File: config.mk
export PLATFORM = sky130hd
export DESIGN_NAME = hsl_pixel_adjust
export DESIGN_NICKNAME = d
export VERILOG_FILES = /design/src/design/hsl_adj_pkg.sv /design/src/design/hsl_adj_cfg.sv /design/src/design/hsl_adj_core.sv /design/src/design/hsl_pixel_adjust.sv
export SDC_FILE = /design/constraint.sdc
export NUM_CORES = 1
export LEC_CHECK = 0
export BUFFER_PORTS_ARGS = -buffer_cell sky130_fd_sc_hd__buf_2
export CAP_MARGIN = 15
export CELL_PAD_IN_SITES_DETAIL_PLACEMENT = 0
export CELL_PAD_IN_SITES_GLOBAL_PLACEMENT = 1
export CORE_MARGIN = 3
export CORE_UTILIZATION = 45
export CTS_CLUSTER_DIAMETER = 40
export CTS_CLUSTER_SIZE = 10
export DETAILED_ROUTE_END_ITERATION = 10
export PLACE_DENSITY = 0.84
export SYNTH_ARGS = -nofsm -noshare
export SYNTH_HDL_FRONTEND = slang
export SYNTH_SLANG_ARGS = --single-unit
File: constraint.sdc
create_clock -name clk_i -period 6.7 [get_ports clk_i]
set_clock_uncertainty 0.05 [all_clocks]
set_input_delay 0.67 -clock clk_i [delete_from_list [all_inputs] [get_ports clk_i]]
set_output_delay 0.67 -clock clk_i [all_outputs]
set_load 0.02 [all_outputs]
File: src/design/hsl_adj_pkg.sv
// Package for the HSL pixel adjust block: pixel and configuration types,
// operation codes and fixed-point constants. No dependencies.
`timescale 1ns / 1ps

package hsl_adj_pkg;

  localparam int unsigned HueW  = 13;
  localparam int unsigned FracW = 17;
  localparam int unsigned RotW  = 14;
  localparam int unsigned ModeW = 3;
  localparam int unsigned AddrW = 2;
  localparam int unsigned DataW = 17;
  localparam int unsigned TdataW = 48;

  localparam logic [FracW-1:0] ONE_FIX      = 17'h10000;
  localparam logic [FracW-1:0] AMOUNT_RESET = 17'd6554;
  localparam logic [14:0]      FULL_TURN    = 15'd5760;

  typedef enum logic [ModeW-1:0] {
    MODE_LIGHTEN    = 3'd0,
    MODE_DARKEN     = 3'd1,
    MODE_SATURATE   = 3'd2,
    MODE_DESATURATE = 3'd3,
    MODE_GRAYSCALE  = 3'd4,
    MODE_ROTATE     = 3'd5
  } mode_e;

  localparam logic [AddrW-1:0] REG_MODE     = 2'd0;
  localparam logic [AddrW-1:0] REG_AMOUNT   = 2'd1;
  localparam logic [AddrW-1:0] REG_ROTATION = 2'd2;

  // Packed so that hue lands in the lowest bits of tdata.
  typedef struct packed {
    logic [FracW-1:0] lum;
    logic [FracW-1:0] sat;
    logic [HueW-1:0]  hue;
  } pixel_t;

  typedef struct packed {
    logic [ModeW-1:0]       mode;
    logic [FracW-1:0]       amount;
    logic signed [RotW-1:0] rotation;
  } cfg_t;

endpackage

File: src/design/hsl_adj_cfg.sv
// Configuration registers of the HSL pixel adjust block.
// Depends on hsl_adj_pkg.
`timescale 1ns / 1ps

module hsl_adj_cfg (
  input  logic                           clk_i,
  input  logic                           rst_ni,
  input  logic                           cfg_valid_i,
  output logic                           cfg_ready_o,
  input  logic [hsl_adj_pkg::AddrW-1:0]  cfg_addr_i,
  input  logic [hsl_adj_pkg::DataW-1:0]  cfg_wdata_i,
  output hsl_adj_pkg::cfg_t              cfg_o
);
  import hsl_adj_pkg::*;

  cfg_t cfg_q;

  assign cfg_ready_o = 1'b1;
  assign cfg_o       = cfg_q;

  // Writes to an index beyond the register list are dropped.
  always_ff @(posedge clk_i or negedge rst_ni) begin
    if (!rst_ni) begin
      cfg_q.mode     <= MODE_LIGHTEN;
      cfg_q.amount   <= AMOUNT_RESET;
      cfg_q.rotation <= '0;
    end else if (cfg_valid_i) begin
      case (cfg_addr_i)
        REG_MODE:     cfg_q.mode     <= cfg_wdata_i[ModeW-1:0];
        REG_AMOUNT:   cfg_q.amount   <= cfg_wdata_i[FracW-1:0];
        REG_ROTATION: cfg_q.rotation <= $signed(cfg_wdata_i[RotW-1:0]);
        default: ;
      endcase
    end
  end

endmodule

File: src/design/hsl_adj_core.sv
// Combinational point operation on one HSL pixel: clamped add or subtract,
// grayscale and hue rotation with wrap. Depends on hsl_adj_pkg.
`timescale 1ns / 1ps

module hsl_adj_core (
  input  hsl_adj_pkg::pixel_t pix_i,
  input  hsl_adj_pkg::cfg_t   cfg_i,
  output hsl_adj_pkg::pixel_t pix_o
);
  import hsl_adj_pkg::*;

  logic [FracW:0]      add_lum, add_sat;
  logic [FracW-1:0]    lum_plus, lum_minus, sat_plus, sat_minus;
  logic [FracW-1:0]    lum_diff, sat_diff;
  logic signed [14:0]  hue_sum;
  logic [14:0]         hue_biased;
  logic [14:0]         hue_wrapped;

  // Saturating add and subtract, both clamped to 0..1.0.
  assign add_lum  = {1'b0, pix_i.lum} + {1'b0, cfg_i.amount};
  assign add_sat  = {1'b0, pix_i.sat} + {1'b0, cfg_i.amount};
  assign lum_plus = (add_lum >= {1'b0, ONE_FIX}) ? ONE_FIX : add_lum[FracW-1:0];
  assign sat_plus = (add_sat >= {1'b0, ONE_FIX}) ? ONE_FIX : add_sat[FracW-1:0];

  assign lum_diff  = pix_i.lum - cfg_i.amount;
  assign sat_diff  = pix_i.sat - cfg_i.amount;
  assign lum_minus = (pix_i.lum <= cfg_i.amount) ? '0 :
                     (lum_diff > ONE_FIX) ? ONE_FIX : lum_diff;
  assign sat_minus = (pix_i.sat <= cfg_i.amount) ? '0 :
                     (sat_diff > ONE_FIX) ? ONE_FIX : sat_diff;

  // The sum spans -8192..16382; biasing by two turns makes it positive and
  // below five turns, so at most four turns come off.
  assign hue_sum    = $signed({2'b00, pix_i.hue}) + $signed({cfg_i.rotation[RotW-1],
                                                           cfg_i.rotation});
  assign hue_biased = 15'(hue_sum) + 15'(2 * FULL_TURN);

  always_comb begin
    if (hue_biased >= 15'(4 * FULL_TURN)) begin
      hue_wrapped = hue_biased - 15'(4 * FULL_TURN);
    end else if (hue_biased >= 15'(3 * FULL_TURN)) begin
      hue_wrapped = hue_biased - 15'(3 * FULL_TURN);
    end else if (hue_biased >= 15'(2 * FULL_TURN)) begin
      hue_wrapped = hue_biased - 15'(2 * FULL_TURN);
    end else if (hue_biased >= FULL_TURN) begin
      hue_wrapped = hue_biased - FULL_TURN;
    end else begin
      hue_wrapped = hue_biased;
    end
  end

  always_comb begin
    pix_o = pix_i;
    case (cfg_i.mode)
      MODE_LIGHTEN:    pix_o.lum = lum_plus;
      MODE_DARKEN:     pix_o.lum = lum_minus;
      MODE_SATURATE:   pix_o.sat = sat_plus;
      MODE_DESATURATE: pix_o.sat = sat_minus;
      MODE_GRAYSCALE:  pix_o.sat = '0;
      MODE_ROTATE:     pix_o.hue = hue_wrapped[HueW-1:0];
      default: ;
    endcase
  end

endmodule

File: src/design/hsl_pixel_adjust.sv
// HSL pixel adjust, top level: input register, point operation, result register.
// Input register, then result register; one pixel per cycle while m_axis_tready is high.
// The point operation is the single combinational pass between the two registers.
// Reset is asynchronous, active low: both stages empty, mode lighten, amount 0.1,
// rotation 0. Depends on hsl_adj_pkg, hsl_adj_cfg and hsl_adj_core.
`timescale 1ns / 1ps

module hsl_pixel_adjust (
  input  logic                           clk_i,
  input  logic                           rst_ni,
  input  logic                           s_axis_tvalid,
  output logic                           s_axis_tready,
  // Fields from bit 0 up: hue_in[12:0], sat_in[29:13], lum_in[46:30], zero.
  input  logic [hsl_adj_pkg::TdataW-1:0] s_axis_tdata,
  output logic                           m_axis_tvalid,
  input  logic                           m_axis_tready,
  // Fields from bit 0 up: hue_out[12:0], sat_out[29:13], lum_out[46:30], zero.
  output logic [hsl_adj_pkg::TdataW-1:0] m_axis_tdata,
  input  logic                           cfg_valid_i,
  output logic                           cfg_ready_o,
  input  logic [hsl_adj_pkg::AddrW-1:0]  cfg_addr_i,
  input  logic [hsl_adj_pkg::DataW-1:0]  cfg_wdata_i
);
  import hsl_adj_pkg::*;

  cfg_t   cfg;
  pixel_t in_pix_q, out_pix_q, core_pix;
  logic   in_valid_q, out_valid_q;
  logic   in_ready, out_ready;

  hsl_adj_cfg u_cfg (
    .clk_i      (clk_i),
    .rst_ni     (rst_ni),
    .cfg_valid_i(cfg_valid_i),
    .cfg_ready_o(cfg_ready_o),
    .cfg_addr_i (cfg_addr_i),
    .cfg_wdata_i(cfg_wdata_i),
    .cfg_o      (cfg)
  );

  hsl_adj_core u_core (
    .pix_i(in_pix_q),
    .cfg_i(cfg),
    .pix_o(core_pix)
  );

  // Each stage takes a new request when it is empty or its content moves on.
  assign out_ready     = !out_valid_q || m_axis_tready;
  assign in_ready      = !in_valid_q || out_ready;
  assign s_axis_tready = in_ready;
  assign m_axis_tvalid = out_valid_q;
  assign m_axis_tdata  = {{(TdataW - $bits(pixel_t)){1'b0}}, out_pix_q};

  always_ff @(posedge clk_i or negedge rst_ni) begin
    if (!rst_ni) begin
      in_valid_q  <= 1'b0;
      out_valid_q <= 1'b0;
    end else begin
      if (in_ready) begin
        in_valid_q <= s_axis_tvalid;
      end
      if (out_ready) begin
        out_valid_q <= in_valid_q;
      end
    end
  end

  always_ff @(posedge clk_i) begin
    if (in_ready && s_axis_tvalid) begin
      in_pix_q <= s_axis_tdata[$bits(pixel_t)-1:0];
    end
    if (out_ready && in_valid_q) begin
      out_pix_q <= core_pix;
    end
  end

  assert property (@(posedge clk_i) disable iff (!rst_ni)
    !out_valid_q |-> s_axis_tready)
    else $error("input side stalled while the result register is empty");

  assert property (@(posedge clk_i) disable iff (!rst_ni)
    (s_axis_tvalid && s_axis_tready) |=> in_valid_q)
    else $error("accepted request did not reach the input register");

  assert property (@(posedge clk_i) disable iff (!rst_ni)
    (in_valid_q && cfg.mode == MODE_ROTATE) |-> (15'(core_pix.hue) < FULL_TURN))
    else $error("rotated hue left the range of one turn");

endmodule

==> reports/metrics.yaml <==
gp_congestion: 0.936
path_max_fanout: 17
cts_tree: "done"
reg2regPathDepth: 13
hp-class: "in2async"
cts_sinks: 130
multi_input_comb_area_mm2: 0.00585
worst_pin_slew_ps: 851
routed_via_density: 5.84
fillers: 2004
io_buffers: 119
synthArstFlopShare_pct: 27.7
drtPass1Iterations: 7
track_usage_pct: 22.8
worst_ep_required_time_ps: 6860
synth.yosys.warnings: 0
ant_nets: 0
hold_buffers: 0
grt_max_degree: 48
grt_pass1_wl_um: 43500
die-area_mm2: 0.0242
cts_resized: 0
clk_latency_ps: 440
drive_gt1_share_pct: 22.0
cts.htree.levels: 4
root_buffer: "clkbuf_16"
synth_edf_count: 94
dpl.hpwl_um: 20700
die_h_um: 156
synth_fp_nets: 1195
hold_viol: 0
synth_ff_type: "edfxtp_1"
leakage_uw: 0.00484
max_freq_ghz: 0.216
antenna_found_initial: 1
synth_area_mm2: 0.0101
clk_pin_slew_worst_paths_ps: 70
wirelength_um: 27600
post-route-period-util_pct: 69.0
coreArea_mm2: 0.0219
finalSetupViolations: 0
area_delta_synth_final_pct: 13.8
setup.worst_path.class: "reg2reg"
ys_seq_elements: 130
grt_pass1_vias: 8089
timing.rr.start: "u_cfg.cfg_o[15]"
r2r-end: "m_axis_tdata[17]"
hold_ws_ps: 273
seq_area_frac_synth_pct: 37.1
cts_setup_buffers: 0
rsz0062_at_grt: "false"
syn_inst: 1019
die_width_um: 156
slew_headroom_pct: 43.1
ir_drop_v: 0.000184
fin_nets: 1298
drtIter0Drc: 545
drv_slew: 0
wire_per_inst_um: 19.5
core.rowCount: 54
cts_buffers: 17
register_area_mm2: 0.00373
worstPathArrival_ps: 4780
cts_buffer_depth: 2
drc: 0
grt-ovfl-total: 0
ioPinCount: 123
via_count: 8264
pwr_density_cell_mw_per_mm2: 353
setup-tns-final_ps: 0
cap_violations: 0
syn_avg_cell_area_um2: 9.88
min_period_ps: 4620
num_antenna_cells: 0
end_kind: "register"
worstSetupStartpointType: "register"
status: "complete, no violations"
synth.distinct_cells: 93
initial_core_util_pct: 46.0
r2r_slack_ps: 2080
report_power, final:
part | switching (uW) | total (uW) | internal [uW]
combinational | 1240 | 2020 | 777
sequential | 86.3 | 1090 | 1010
clock | 435 | 934 | 499
total | 1760 | 4050 | 2280
final cells by class:
class / count / share of cell area (%)
clock buffers: 17 / 3.71
clock inverters: 15 / 1.39
inverters: 83 / 2.72
multi-input cells: 766 / 51.0
flip-flops and latches: 130 / 32.6
well taps: 280 / 3.06
repair buffers: 124 / 5.53
worst max-delay path by stage:
stage          slack [ps]             from                to
3_3_place_gp         2180      in_pix_q[1]  m_axis_tdata[12]
6_report             2080  u_cfg.cfg_o[15]  m_axis_tdata[17]
4_1_cts              2080  u_cfg.cfg_o[15]  m_axis_tdata[17]
5_1_grt              1850  u_cfg.cfg_o[15]  m_axis_tdata[17]
2_1_floorplan        2690      in_pix_q[1]  m_axis_tdata[10]
3_5_place_dp         2100  u_cfg.cfg_o[15]  m_axis_tdata[17]
synthesized netlist by cell type (8+ instances only):
master	instances	share of area, %
nand3_1	17	0.84
o211ai_1	13	0.97
nand4_1	8	0.50
xor2_1	10	0.87
nor3_1	26	1.3
and2_1	8	0.50
edfxtp_1	94	28
nor2_1	83	3.1
o21ai_1	13	0.65
a21o_1	17	1.3
mux2_2	39	4.4
clkbuf_1	28	1.0
nand3b_1	8	0.60
dfrtp_1	29	7.2
ha_1	99	12
a222oi_1	9	0.89
nand2b_1	20	1.2
inv_1	78	2.9
nand2_1	52	1.9
xnor2_1	43	3.7
and3_1	9	0.56
a21oi_1	65	3.2
o21bai_1	9	0.67
o21ai_0	43	2.1
nor2b_1	11	0.68
a31oi_1	13	0.81
registers in the layout, summed over array words and instances (netlist names):
signal and cells:
in_pix_q 47, m_axis_tvalid 1, in_valid_q 1, u_cfg.cfg_o 34, m_axis_tdata 47
cells in the final DEF (no fill, tap or decap), types with 7 or more instances in the layout:
| cell | n |
|---|---|
| o21ai_0 | 43 |
| nor2b_1 | 11 |
| o211ai_1 | 13 |
| nor3_1 | 26 |
| a21o_1 | 17 |
| nand3_1 | 17 |
| dfstp_2 | 7 |
| buf_2 | 119 |
| edfxtp_1 | 94 |
| ha_1 | 99 |
| clkbuf_16 | 17 |
| nand2_1 | 52 |
| a21oi_1 | 65 |
| a222oi_1 | 9 |
| o21ai_1 | 13 |
| and3_1 | 9 |
| o21bai_1 | 9 |
| dfrtp_1 | 29 |
| a31oi_1 | 13 |
| o221ai_1 | 7 |
| xor2_1 | 10 |
| nor2_1 | 83 |
| mux2_2 | 39 |
| nand3b_1 | 8 |
| nand4_1 | 8 |
| xnor2_1 | 43 |
| nand2b_1 | 20 |
| a211o_1 | 7 |
| inv_1 | 78 |
critical path, cell delays in order, from the launching register on:
cell	delay [ps]
dfstp_2	620
inv_1	170
fa_1	530
a21o_1	220
a21oi_2	250
o21ai_1	190
and2_4	250
a31oi_1	200
xnor2_1	130
a2111oi_0	540
and4b_1	280
a41o_2	440
a2111oi_0	170
nor3_1	350
metrics by stage:
step / std cells / area (um2) / setup WS, ps / util [%] / total power, uW
floorplan: 1019 / 10100 / 2690 / - / 2640
global placement: 1383 / 10900 / 2180 / 49.7 / 3090
detailed placement: 1383 / 10900 / 2100 / 49.7 / 3100
CTS: 1415 / 11500 / 2080 / 52.3 / 4050
global route: 1415 / 11500 / 1850 / 52.3 / 4330
finish: 1415 / 11500 / 2080 / 52.3 / 4050
routing by layer:
layer / vias to the layer above / global-route usage, % / wire length, um
li1: 4000 / - / -
met5: - / 0 / 13
met3: 45 / 5.05 / 1610
met2: 271 / 37.1 / 12900
met4: 2 / 7.00 / 673
met1: 3946 / 30.6 / 12400
logic make-up after synthesis:
kind of cell    after synthesis  share of synthesized area, %
compound gates              287                          21.0
xor+xnor                     56                          5.21
fa+ha+maj                   104                          13.3
buf+inv                     123                          4.92
flops                       130                          37.1
mux                          41                          4.56
other cells                   2                        0.0746
simple gates                276                          13.9
(Power assumes the default switching activity.)
